File: src/rtl/jsu_pkg.sv
// shared types, codes and constants for the json string unescape block
`default_nettype none
package jsu_pkg;

	localparam int COUNT_BITS = 16;
	localparam int CAP_BITS   = 16;
	localparam int CMP_BITS   = (COUNT_BITS > CAP_BITS) ? COUNT_BITS : CAP_BITS;

	localparam logic [1:0] PH_WAIT = 2'd0;
	localparam logic [1:0] PH_BODY = 2'd1;
	localparam logic [1:0] PH_ESC  = 2'd2;

	localparam logic [1:0] ST_OK         = 2'd0;
	localparam logic [1:0] ST_NOT_STRING = 2'd1;
	localparam logic [1:0] ST_OVERFLOW   = 2'd2;
	localparam logic [1:0] ST_BAD_CHAR   = 2'd3;

	localparam logic [7:0] CH_QUOTE     = 8'h22;
	localparam logic [7:0] CH_BACKSLASH = 8'h5c;
	localparam logic [7:0] CH_SPACE     = 8'h20;
	localparam logic [7:0] CH_DEL       = 8'h7f;

	typedef struct packed {
		logic [1:0]            phase;
		logic [COUNT_BITS-1:0] count;
		logic                  dropped;
	} jsu_state_t;

	typedef struct packed {
		logic       valid;
		logic [7:0] data;
		logic       is_end;
		logic [1:0] status;
	} jsu_result_t;

endpackage
`default_nettype wire

File: src/rtl/json_string_unescape.sv
// top level of the json string unescape block
// Decodes one JSON string literal per run from a byte stream, one byte per clock cycle
// sustained while the master side does not stall it. A byte is registered on acceptance
// and decoded into the output register once that register can advance; each byte
// gives at most one transaction on the master side: a content byte (tlast low, tuser ok) or an
// end marker with tdata zero, tlast high and the status in tuser. Whitespace before the
// opening quote is skipped; unknown escapes are consumed silently. The capacity register
// at address 0 limits content to capacity minus one bytes; extra bytes are dropped and
// reported as overflow on the closing quote. Write capacity only while the block is idle.
`default_nettype none
module json_string_unescape (
	input  wire logic        clk,
	input  wire logic        arst_n,
	input  wire logic        s_tvalid,
	output logic             s_tready,
	input  wire logic [7:0]  s_tdata,   // [7:0] in_byte
	output logic             m_tvalid,
	input  wire logic        m_tready,
	output logic      [7:0]  m_tdata,   // [7:0] out_byte
	output logic             m_tlast,   // is_end
	output logic      [1:0]  m_tuser,   // [1:0] status
	input  wire logic        psel,
	input  wire logic        penable,
	input  wire logic        pwrite,
	input  wire logic [2:0]  paddr,
	input  wire logic [31:0] pwdata,
	output logic      [31:0] prdata,
	output logic             pready
);

	logic [jsu_pkg::CAP_BITS-1:0] capacity;
	logic                         valid_s1;
	logic [7:0]                   byte_s1;
	logic                         out_valid_q;
	logic [7:0]                   out_data_q;
	logic                         out_last_q;
	logic [1:0]                   out_status_q;
	logic                         advance;
	jsu_pkg::jsu_state_t          state_q;
	jsu_pkg::jsu_state_t          state_nxt;
	jsu_pkg::jsu_result_t         res;

	jsu_apb_regs u_regs (
		.clk      (clk),
		.arst_n   (arst_n),
		.psel     (psel),
		.penable  (penable),
		.pwrite   (pwrite),
		.paddr    (paddr),
		.pwdata   (pwdata),
		.prdata   (prdata),
		.pready   (pready),
		.capacity (capacity)
	);

	jsu_decode u_decode (
		.in_byte  (byte_s1),
		.cur      (state_q),
		.capacity (capacity),
		.nxt      (state_nxt),
		.res      (res)
	);

	assign advance  = !out_valid_q || m_tready;
	assign s_tready = !valid_s1 || advance;

	always_ff @(posedge clk or negedge arst_n) begin
		if (!arst_n) begin
			valid_s1 <= 1'b0;
		end else if (s_tready) begin
			valid_s1 <= s_tvalid;
		end
	end

	always_ff @(posedge clk) begin
		if (s_tready && s_tvalid) begin
			byte_s1 <= s_tdata;
		end
	end

	always_ff @(posedge clk or negedge arst_n) begin
		if (!arst_n) begin
			state_q.phase   <= jsu_pkg::PH_WAIT;
			state_q.count   <= '0;
			state_q.dropped <= 1'b0;
			out_valid_q     <= 1'b0;
		end else if (advance) begin
			out_valid_q <= valid_s1 && res.valid;
			if (valid_s1) begin
				state_q <= state_nxt;
			end
		end
	end

	always_ff @(posedge clk) begin
		if (advance && valid_s1 && res.valid) begin
			out_data_q   <= res.data;
			out_last_q   <= res.is_end;
			out_status_q <= res.status;
		end
	end

	assign m_tvalid = out_valid_q;
	assign m_tdata  = out_data_q;
	assign m_tlast  = out_last_q;
	assign m_tuser  = out_status_q;

endmodule
`default_nettype wire

File: src/rtl/jsu_apb_regs.sv
// apb configuration register holding the destination capacity
`default_nettype none
module jsu_apb_regs (
	input  wire logic                         clk,
	input  wire logic                         arst_n,
	input  wire logic                         psel,
	input  wire logic                         penable,
	input  wire logic                         pwrite,
	input  wire logic [2:0]                   paddr,
	input  wire logic [31:0]                  pwdata,
	output logic      [31:0]                  prdata,
	output logic                              pready,
	output logic      [jsu_pkg::CAP_BITS-1:0] capacity
);

	logic [jsu_pkg::CAP_BITS-1:0] capacity_q;

	assign pready   = 1'b1;
	assign capacity = capacity_q;

	always_ff @(posedge clk or negedge arst_n) begin
		if (!arst_n) begin
			capacity_q <= jsu_pkg::CAP_BITS'(256);
		end else if (psel && penable && pwrite && pready && !paddr[2]) begin
			capacity_q <= pwdata[jsu_pkg::CAP_BITS-1:0];
		end
	end

	always_comb begin
		prdata = 32'd0;
		if (!paddr[2]) begin
			prdata = {{(32 - jsu_pkg::CAP_BITS){1'b0}}, capacity_q};
		end
	end

endmodule
`default_nettype wire

File: src/rtl/jsu_decode.sv
// per-byte decode: next literal state and the result caused by one byte
`default_nettype none
module jsu_decode (
	input  wire logic [7:0]                   in_byte,
	input  wire jsu_pkg::jsu_state_t          cur,
	input  wire logic [jsu_pkg::CAP_BITS-1:0] capacity,
	output jsu_pkg::jsu_state_t               nxt,
	output jsu_pkg::jsu_result_t              res
);

	logic [jsu_pkg::CMP_BITS-1:0]   count_w;
	logic [jsu_pkg::CMP_BITS-1:0]   limit_w;
	logic [jsu_pkg::COUNT_BITS-1:0] count_max;
	logic                           room;
	logic                           is_content;
	logic [7:0]                     content_byte;
	logic                           esc_known;
	logic [7:0]                     esc_byte;

	assign count_w   = jsu_pkg::CMP_BITS'(cur.count);
	assign limit_w   = jsu_pkg::CMP_BITS'(capacity - jsu_pkg::CAP_BITS'(1));
	assign count_max = '1;
	// below min(capacity-1, counter max)
	assign room      = (count_w < limit_w) && (cur.count != count_max);

	always_comb begin
		esc_known = 1'b1;
		esc_byte  = 8'h00;
		case (in_byte)
			8'h22:   esc_byte = 8'h22;
			8'h5c:   esc_byte = 8'h5c;
			8'h2f:   esc_byte = 8'h2f;
			8'h62:   esc_byte = 8'h08;
			8'h66:   esc_byte = 8'h0c;
			8'h6e:   esc_byte = 8'h0a;
			8'h72:   esc_byte = 8'h0d;
			8'h74:   esc_byte = 8'h09;
			default: esc_known = 1'b0;
		endcase
	end

	always_comb begin
		nxt          = cur;
		res          = '0;
		is_content   = 1'b0;
		content_byte = in_byte;
		case (cur.phase)
			jsu_pkg::PH_BODY: begin
				if (in_byte == jsu_pkg::CH_BACKSLASH) begin
					nxt.phase = jsu_pkg::PH_ESC;
				end else if (in_byte == jsu_pkg::CH_QUOTE) begin
					nxt.phase  = jsu_pkg::PH_WAIT;
					res.valid  = 1'b1;
					res.is_end = 1'b1;
					res.status = cur.dropped ? jsu_pkg::ST_OVERFLOW : jsu_pkg::ST_OK;
				end else if (in_byte < jsu_pkg::CH_SPACE || in_byte >= jsu_pkg::CH_DEL) begin
					nxt.phase  = jsu_pkg::PH_WAIT;
					res.valid  = 1'b1;
					res.is_end = 1'b1;
					res.status = jsu_pkg::ST_BAD_CHAR;
				end else begin
					is_content = 1'b1;
				end
			end
			jsu_pkg::PH_ESC: begin
				nxt.phase    = jsu_pkg::PH_BODY;
				is_content   = esc_known;
				content_byte = esc_byte;
			end
			default: begin
				nxt.phase = jsu_pkg::PH_WAIT;
				if (in_byte inside {8'h20, 8'h09, 8'h0d, 8'h0a}) begin
					nxt.phase = jsu_pkg::PH_WAIT;
				end else if (in_byte == jsu_pkg::CH_QUOTE) begin
					nxt.phase   = jsu_pkg::PH_BODY;
					nxt.count   = '0;
					nxt.dropped = 1'b0;
				end else begin
					res.valid  = 1'b1;
					res.is_end = 1'b1;
					res.status = jsu_pkg::ST_NOT_STRING;
				end
			end
		endcase

		// zero capacity keeps all content silent, no drop flag
		if (is_content && capacity != '0) begin
			if (room) begin
				nxt.count = cur.count + jsu_pkg::COUNT_BITS'(1);
				res.valid = 1'b1;
				res.data  = content_byte;
			end else begin
				nxt.dropped = 1'b1;
			end
		end
	end

endmodule
`default_nettype wire
File: config.mk
export PLATFORM = sky130hd
export DESIGN_NAME = json_string_unescape
export DESIGN_NICKNAME = d
export VERILOG_FILES = /design/src/rtl/jsu_pkg.sv /design/src/rtl/json_string_unescape.sv /design/src/rtl/jsu_apb_regs.sv /design/src/rtl/jsu_decode.sv
export SDC_FILE = /design/constraint.sdc
export NUM_CORES = 1
export LEC_CHECK = 0
export BUFFER_PORTS_ARGS = -buffer_cell sky130_fd_sc_hd__buf_2
export CAP_MARGIN = 25
export CORE_MARGIN = 5
export CORE_UTILIZATION = 30
export DETAILED_ROUTE_END_ITERATION = 12
export SYNTH_ARGS = -nofsm -noshare
export SYNTH_HDL_FRONTEND = slang
export SYNTH_HIERARCHICAL = 1
export SYNTH_SLANG_ARGS = --single-unit
File: constraint.sdc
create_clock -name clk -period 4.7 [get_ports clk]
set_input_delay 0.705 -clock clk [delete_from_list [all_inputs] [get_ports clk]]
set_output_delay 0.705 -clock clk [all_outputs]
set_load 0.01 [all_outputs]
Yosys cells after proc, flatten, opt, wreduce, memory -nomap -nowiden
Cells that the tools add are included. Widths: inputs -> output; s select.

Equal/unequal tests: 16. Add/subtract/negate cells: 2. Reductions and logical operators: 22. Order comparisons: 3. Muxes and demuxes: 34.

Operators by type and width (count): $pmux 7 s8 (1); $mux 17 (3); $eq 8x7->1 const B (6); $mux 16 (2); $eq 8x4->1 const B (3); $eq 8x6->1 const B (3); $mux 18 (1); $mux 9 (2); $add 16x1->16 const B (1); $lt 16x16->1 (1); $ne 16x16->1 const B (1); $reduce_bool 16->1 (1); $sub 16x1->16 const B (1); $mux 3 (5); $mux 1 (10); $mux 2 (5); $logic_and 1x1->1 (9); $ge 8x7->1 const B (1); $lt 8x6->1 const B (1); $mux 8 (1); $reduce_or 8->1 (1); $pmux 3 s2 (1); $ne 4x1->1 const B (1); $pmux 1 s2 (2); other kinds (9) (14).

Input port bits: 50. Bits in registers: 56. Output and inout port bits: 46.

Depth between registers and ports, before layout
Gate-level depths: netlist of run 1.

Depth in word-level cells: 9. Mapped depth: 18.

Modules after synthesis
The synthesis of run 1 kept the hierarchy.

Modules (own cells, without submodules): jsu_decode (seq. area each 0.0 µm², cells each 270, times used 1, area each 1874.3 µm²); json_string_unescape (seq. area each 1096.1 µm², cells each 69, times used 1, area each 1428.9 µm²); jsu_apb_regs (seq. area each 401.6 µm², cells each 70, times used 1, area each 900.9 µm²).

Least setup slack after synthesis of run 1
No wires, ideal clock.

Path kind: register to register. Start point: register u_regs.capacity_q (netlist bit u_regs/capacity[2]). End point: register out_data_q[0], in the netlist m_tdata[0], enable pin. Path slack: 0.602 ns. Buffers on the path: 2. Clock period less this slack: 4.098 ns. Required time: 4.322 ns. Library setup time: 0.378 ns. Arrival time: 3.720 ns. Cell stages (with the launch flop): 19. Cells stage by stage: dfrtp_1 or3_1 nor3_1 nand2b_1 or3_1 nor4_1 xnor2_1 ha_1 a21oi_1 o21ai_0 a21oi_1 o21a_1 o311a_1 buf_2 nand2_4 buf_8 nand3_2 nand2_1 nor2_1.

RTL lines: start, declared (line jsu_apb_regs.sv:16) `logic [jsu_pkg::CAP_BITS-1:0] capacity_q;`; start signal, assigned (line jsu_apb_regs.sv:23) `capacity_q <= jsu_pkg::CAP_BITS'(256);`; start signal, assigned (line jsu_apb_regs.sv:25) `capacity_q <= pwdata[jsu_pkg::CAP_BITS-1:0];`; end signal, assigned (line json_string_unescape.sv:97) `out_data_q <= res.data;`; end, declared (line json_string_unescape.sv:35) `logic [7:0] out_data_q;`.

==> flow_metrics.py, run 1 <==
metrics = {
    "critical_path": {
        "reg2reg_from": "u_regs/capacity[2]",
        "reg2reg_setup_slack_ns": 0.46,
        "crit_buf_inv": 1,
        "crit_arrival_ns": 4.42,
        "path_max_fanout": 10,
        "crit_path_start_kind": "flip-flop",
        "ff2ff_path_depth": 16,
        "cp_cell_sequence": "or3_1 > nor3_1 > nand2b_1 > or3_1 > nor4_1 > xnor2_1 > ha_1 > a21oi_1 > o21ai_0 > a21oi_1 > o21a_1 > o311ai_2 > o21ai_4 > buf_4 > o21ai_0 > mux2_2",
        "crit_family": "simple AND/OR/NAND/NOR gates",
        "r2r-end": "state_q[16]",
        "end_kind": "flip-flop",
        "crit_slowest_cell": "dfrtp_1",
        "crit_required_ns": 4.89,
        "setup.worst_path.class": "reg -> reg",
        "slowest_delay_ns": 0.44,
    },
    "route": {
        "drt-pass1-iter-count": 4,
        "drt_iter0_markers": 165,
        "ant_nets": 0,
        "drc_errors": 0,
        "wire_per_inst_um": 14.4,
        "wl_um": 9280,
        "via_count": 3160,
        "vias_per_cell": 4.91,
    },
    "global_route": {
        "grt_pass1_vias": 3144,
        "top_usage_layer": "met2",
        "grt_pass1_wl_um": 15400,
        "grt-ovfl-total": 0,
        "grt_util_met2_pct": 19.8,
        "grt_max_degree": 38,
        "gr-usage-met3_pct": 1.54,
        "grt_usage_pct": 11.4,
        "met1_usage_pct": 14.6,
        "antenna_found_initial": 0,
    },
    "final_layout": {
        "nets": 531,
        "final_common_cell": "buf_2",
        "n_antenna_cell": 0,
        "drive_gt1_share_pct": 31.1,
        "synthToLayoutAreaGrowth_pct": 12.1,
        "final_util_pct": 34.1,
        "design_area_mm2": 0.00471,
        "final_cell_mix": "buf_2, dfrtp_1, nor2_1, nand2_1, inv_1",
    },
    "timing": {
        "max_slew_margin_pct": 41.1,
        "finalMaxSlewViolations": 0,
        "tightest_slew_ns": 0.883,
        "final.setup_skew_ns": 0.00435,
        "hold_violations": 0,
        "final.min_clock_period_ns": 4.24,
        "setup_viol": 0,
        "finalSetupTns_ns": 0,
        "rsz0062_at_grt": "no",
        "max_freq_ghz": 0.236,
        "worst_slack_ns": 0.461,
        "post-route-period-util_pct": 90.2,
    },
    "synth": {
        "synth_compound_area_share_pct": 14.1,
        "synth_xor_area_share_pct": 3.13,
        "synth-seq-cells": 56,
        "ys_types": 72,
        "synth-adder-area-share_pct": 5.65,
        "yosysTopAreaCellShare_pct": 21.4,
        "ys.flop_type": "dfrtp_1",
        "synth.yosys.seq_area_share_pct": 35.6,
        "postSynth.asyncResetShare_pct": 66.1,
        "netlist_top_cells_area": "dfrtp_1, edfxtp_1, mux2_4",
        "syn_area_per_cell_um2": 10.3,
        "synth_edf_count": 19,
        "ys_warn_count": 6,
        "yosys-mux-area-fraction_pct": 11.9,
        "synth_top_family_by_area": "simple AND/OR/NAND/NOR gates",
        "synth_area_mm2": 0.00420,
        "netlist_instances": 409,
        "synthSimpleGateAreaFrac_pct": 20.8,
        "yosysTopAreaCell": "dfrtp_1",
    },
    "clock_network": {
        "clk_path_buf_depth": 2,
        "clk_latency_ns": 0.30,
        "ctsResizeCount": 0,
        "post-cts-setup-buffers": 0,
        "holdBufCountCts": 0,
        "cts_tree": "built",
        "root_buffer": "clkbuf_16",
        "path_clk_slew_ns": 0.07,
        "htreeDepth": 2,
        "clock_sinks": 56,
        "cts_buffers": 5,
    },
    "power_and_ir_drop": {
        "powerDensity_mw_per_mm2": 278,
        "power.total_w": 0.00131,
        "p_clk_share_pct": 32.8,
        "power.leakage_nw": 2.04,
        "internal_power_w": 0.000942,
        "p_comb_share_pct": 20.7,
        "p_sw_share_pct": 28.2,
        "seq_power_share_pct": 46.5,
        "p_sw_w": 0.000371,
        "ir_drop_v": 0.000143,
    },
    "place": {
        "hpwl_um": 7010,
        "port_buffers": 60,
        "place_area_mm2": 0.00455,
        "dpl_worst_slack_ns": 0.483,
        "gp_congestion": 0.822,
    },
    "floorplanning": {
        "num_rows": 43,
        "die_w_um": 128,
        "io_pins": 96,
        "dieHeight_um": 128,
        "start_util_pct": 30.4,
        "dieArea_mm2": 0.0165,
        "coreArea_mm2": 0.0138,
    },
    "run_status": {
        "status": "finished clean",
    },
    "min_path": {
        "hold_path.class": "in -> async",
    },
    "job": {
        "maxCapViolCount": 0,
    },
}
-- worst register-to-register path, cell delays in order (launching register included) --
cell,delay [ns]
dfrtp_1,0.44
or3_1,0.39
nor3_1,0.27
nand2b_1,0.14
or3_1,0.43
nor4_1,0.27
xnor2_1,0.17
ha_1,0.27
a21oi_1,0.13
o21ai_0,0.11
a21oi_1,0.13
o21a_1,0.18
o311ai_2,0.16
o21ai_4,0.42
buf_4,0.26
o21ai_0,0.10
mux2_2,0.27
-- power groups by stage --
stage	registers (W)	clock network (W)	logic, W
global placement	0.000617	0	0.000263
detailed placement	0.000622	0	0.000270
finish	0.000610	0.000431	0.000271
global route	0.000620	0.000464	0.000300
floorplan	0.000601	0	0.000212
CTS	0.000611	0.000443	0.000275
-- per-layer routing --
layer	wire length, um	up-vias	share of wire [%]
met1	4170	1524	45
met2	4620	86	50
met5	0	-	0
met4	124	0	1.3
li1	-	1544	-
met3	366	6	3.9
-- layout make-up --
cell class              count  area (um^2)
clock buffers               6          129
inverters                  24         90.1
flip-flops and latches     56         1500
multi-input cells         311         2400
well taps                 180          225
fillers                  1388         9110
clock inverters             2         38.8
repair buffers             64          330
-- worst max path at each step --
stage,start,end,depth (start not counted)
after floorplan,u_regs/capacity[2],m_tdata[0],18
after global placement,u_regs/capacity[2],state_q[16],16
after detailed placement,u_regs/capacity[2],state_q[16],16
after CTS,u_regs/capacity[2],state_q[16],16
after global routing,u_regs/capacity[2],state_q[16],16
final,u_regs/capacity[2],state_q[16],16
-- synth_stat cells (9+ instances only) --
cell type  number
nor2_1         28
edfxtp_1       19
nor3_1         10
inv_1          24
nand2_1        26
nand3_1        10
buf_4          19
nand4_1         9
a21oi_1        14
xnor2_1        11
o21ai_2         9
nor2b_1        12
ha_1           19
mux2_4         20
o21ai_0        13
dfrtp_1        36
mux2_2         15
-- state kept, by name, summed over array words and instances (netlist names) --
register         cells
state_q             19
u_regs/capacity     16
byte_s1              8
m_tdata              8
m_tuser              2
m_tlast              1
m_tvalid             1
valid_s1             1
-- metrics by stage --
| step | std cells | hold slack (ns) |
|---|---|---|
| after floorplan | 424 | 0.409 |
| after global placement | 635 | 0.526 |
| after detailed placement | 635 | 0.531 |
| after CTS | 643 | 0.547 |
| after global routing | 643 | 0.571 |
| final | 643 | 0.509 |
-- cell families (layout without fill, tap and decap cells) --
group | Yosys count | after routing
AND/OR/NAND/NOR | 147 | 147
AO/OA/AOI/OAI | 75 | 75
buffers and inverters | 57 | 96
flip-flops | 56 | 56
multiplexers | 37 | 37
adder cells (fa/ha/maj) | 19 | 19
XOR/XNOR | 15 | 15
other | 3 | 18
(Power assumes the default switching activity.)
==> run 2, diff against run 1 <==
--- a/config.mk
+++ b/config.mk
@@ -5,6 +5,7 @@
 export SDC_FILE = /design/constraint.sdc
 export NUM_CORES = 1
 export LEC_CHECK = 0
+export ABC_CLOCK_PERIOD_IN_PS = 3910
 export BUFFER_PORTS_ARGS = -buffer_cell sky130_fd_sc_hd__buf_2
 export CAP_MARGIN = 25
 export CORE_MARGIN = 5
==> constraint.sdc (replaced) <==
create_clock -name clk -period 3.91 [get_ports clk]
set_input_delay 0.5865 -clock clk [delete_from_list [all_inputs] [get_ports clk]]
set_output_delay 0.5865 -clock clk [all_outputs]
set_load 0.01 [all_outputs]
==> run 2 against run 1 <==
Utilization up 0.97 points. Sequential power up 19%. Routed wire length down 2.1%. Highest routed layer unchanged. First-iteration DRC count down 19%. Sequential share of layout area down 0.88 points. Maximum frequency up 17%. Clock skew up 0.0035 ns. Critical path type unchanged. Count of clock-buffer cells in the layout unchanged.
==> flow_metrics.py, run 2 (synthesized netlist as in run 1, its figures left out) <==
metrics = {
    "run_status": {
        "status": "finished clean",
    },
    "clock_network": {
        "clk_path_buf_depth": 2,
        "clk_latency_ns": 0.29,
        "cts_tree": "built",
        "clock_sinks": 56,
        "path_clk_slew_ns": 0.07,
        "root_buffer": "clkbuf_16",
        "cts_buffers": 5,
        "htreeDepth": 2,
        "holdBufCountCts": 0,
    },
    "critical_path": {
        "crit_required_ns": 4.09,
        "path_max_fanout": 16,
        "setup.worst_path.class": "reg -> reg",
        "crit_arrival_ns": 3.80,
        "end_kind": "flip-flop",
        "slowest_delay_ns": 0.41,
        "crit_slowest_cell": "or3_4",
        "ff2ff_path_depth": 16,
        "cp_cell_sequence": "or3_4 > nor3_4 > nand2b_1 > or3_4 > nor4_4 > xnor2_1 > ha_1 > nand4_1 > nor2_1 > nand2_1 > o21a_1 > o311a_4 > buf_4 > nand4_1 > o221ai_2 > mux2_2",
        "crit_path_start_kind": "flip-flop",
    },
    "floorplanning": {
        "coreArea_mm2": 0.0138,
        "die_w_um": 128,
        "dieHeight_um": 128,
        "start_util_pct": 30.4,
        "dieArea_mm2": 0.0165,
        "io_pins": 96,
        "num_rows": 43,
    },
    "power_and_ir_drop": {
        "power.leakage_nw": 2.13,
        "p_sw_w": 0.000448,
        "ir_drop_v": 0.000198,
        "internal_power_w": 0.00109,
        "powerDensity_mw_per_mm2": 317,
        "p_comb_share_pct": 23.8,
        "p_sw_share_pct": 29.1,
        "p_clk_share_pct": 29.1,
        "seq_power_share_pct": 47.2,
    },
    "place": {
        "place_inst": 642,
        "hpwl_um": 6800,
        "place_area_mm2": 0.00462,
        "port_buffers": 60,
        "gp_congestion": 0.802,
    },
    "timing": {
        "post-route-period-util_pct": 92.5,
        "rsz0062_at_grt": "no",
        "setup_viol": 0,
        "final.setup_skew_ns": 0.00787,
        "tightest_slew_ns": 0.899,
        "finalSetupTns_ns": 0,
        "finalMaxSlewViolations": 0,
        "hold_violations": 0,
        "max_slew_margin_pct": 40.0,
        "max_freq_ghz": 0.276,
        "hold_slack_ns": 0.393,
        "final.min_clock_period_ns": 3.62,
    },
    "final_layout": {
        "final_cell_mix": "buf_2, dfrtp_1, nor2_1, nand2_1, inv_1",
        "regMostFlops": "state_q",
        "largest_register_ffs": 19,
        "design_area_mm2": 0.00485,
        "final_util_pct": 35.1,
        "drive_gt1_share_pct": 34.0,
        "instances_no_fill": 651,
        "synthToLayoutAreaGrowth_pct": 15.3,
        "final_common_cell": "buf_2",
        "nets": 539,
        "n_antenna_cell": 0,
    },
    "min_path": {
        "hold_path.class": "in -> async",
    },
    "route": {
        "wire_per_inst_um": 14.0,
        "drt-pass1-iter-count": 5,
        "drt_iter0_markers": 134,
        "via_count": 3192,
        "drc_errors": 0,
        "ant_nets": 0,
        "wl_um": 9090,
        "vias_per_cell": 4.90,
    },
    "global_route": {
        "grt_pass1_wl_um": 15200,
        "antenna_found_initial": 0,
        "grt_pass1_vias": 3056,
        "grt_max_degree": 38,
        "grt-ovfl-total": 0,
        "grt_usage_pct": 11.1,
    },
    "job": {
        "maxCapViolCount": 0,
    },
}
-- run 2: changes by cell type in the layout (fill, tap and decap cells not counted), moves of 2 or more --
cell / delta
buf_4: +6
buf_12: +2
or3_1: -2
or3_4: +2
-- run 2: final timing paths --
path | slack [ns] | endpoint | start
max | 0.29 | state_q[4] | u_regs/capacity[4]
min | 0.39 | state_q[5] | arst_n
max reg2reg | 0.29 | state_q[4] | u_regs/capacity[4]
min reg2reg | 0.55 | u_regs/capacity[14] | u_regs/capacity[14]
max in group asynchronous | 2.96 | state_q[2] | arst_n
min in group clk | 0.47 | byte_s1[6] | s_tdata[6]
-- run 2: per-stage QoR --
| stage | power (W) | worst slack (ns) |
|---|---|---|
| 3_3_place_gp | 0.00108 | 0.0879 |
| 4_1_cts | 0.00155 | 0.0206 |
| 2_1_floorplan | 0.000978 | 0.114 |
| 3_5_place_dp | 0.00109 | 0.0323 |
| 6_report | 0.00154 | 0.292 |
| 5_1_grt | 0.00164 | 0.0187 |
-- run 2: power groups by stage --
stage / registers [W] / clock network, W / logic, W
after floorplan: 0.000722 / 0 / 0.000256
after global placement: 0.000730 / 0 / 0.000350
after detailed placement: 0.000733 / 0 / 0.000357
after CTS: 0.000721 / 0.000467 / 0.000359
after global routing: 0.000739 / 0.000492 / 0.000406
final: 0.000725 / 0.000447 / 0.000365
-- run 2: critical path: cells and delay by family (launching register included) --
family / cells / cell delay [ns]
multiplexers: 1 / 0.26
flip-flops: 1 / 0.38
AND/OR/NAND/NOR: 9 / 1.72
XOR/XNOR: 1 / 0.12
AO/OA/AOI/OAI: 3 / 0.49
buffers and inverters: 1 / 0.22
adder cells (fa/ha/maj): 1 / 0.32
-- run 2: timing repair --
item,CTS,global route
setup buffers,0,1
endpoints found under the hold margin,0,0
setup endpoints to repair,0,31
gates resized for setup,0,11
-- run 2: layout make-up --
type                            instances  area (um^2)
Fill cell                            1357         8980
Multi-Input combinational cell        311         2470
Sequential cell                        56         1500
Timing Repair Buffer                   72          415
Tap cell                              180          225
Clock buffer                            6          129
Inverter                               24         90.1
Clock inverter                          2         16.3
-- run 2: routing by layer --
layer,track usage [%],vias to the layer above,share of wire (%)
li1,-,1562,-
met2,18.6,105,48
met5,0,-,0
met3,1.54,10,4.7
met1,15.0,1515,46
met4,2.93,0,1.2
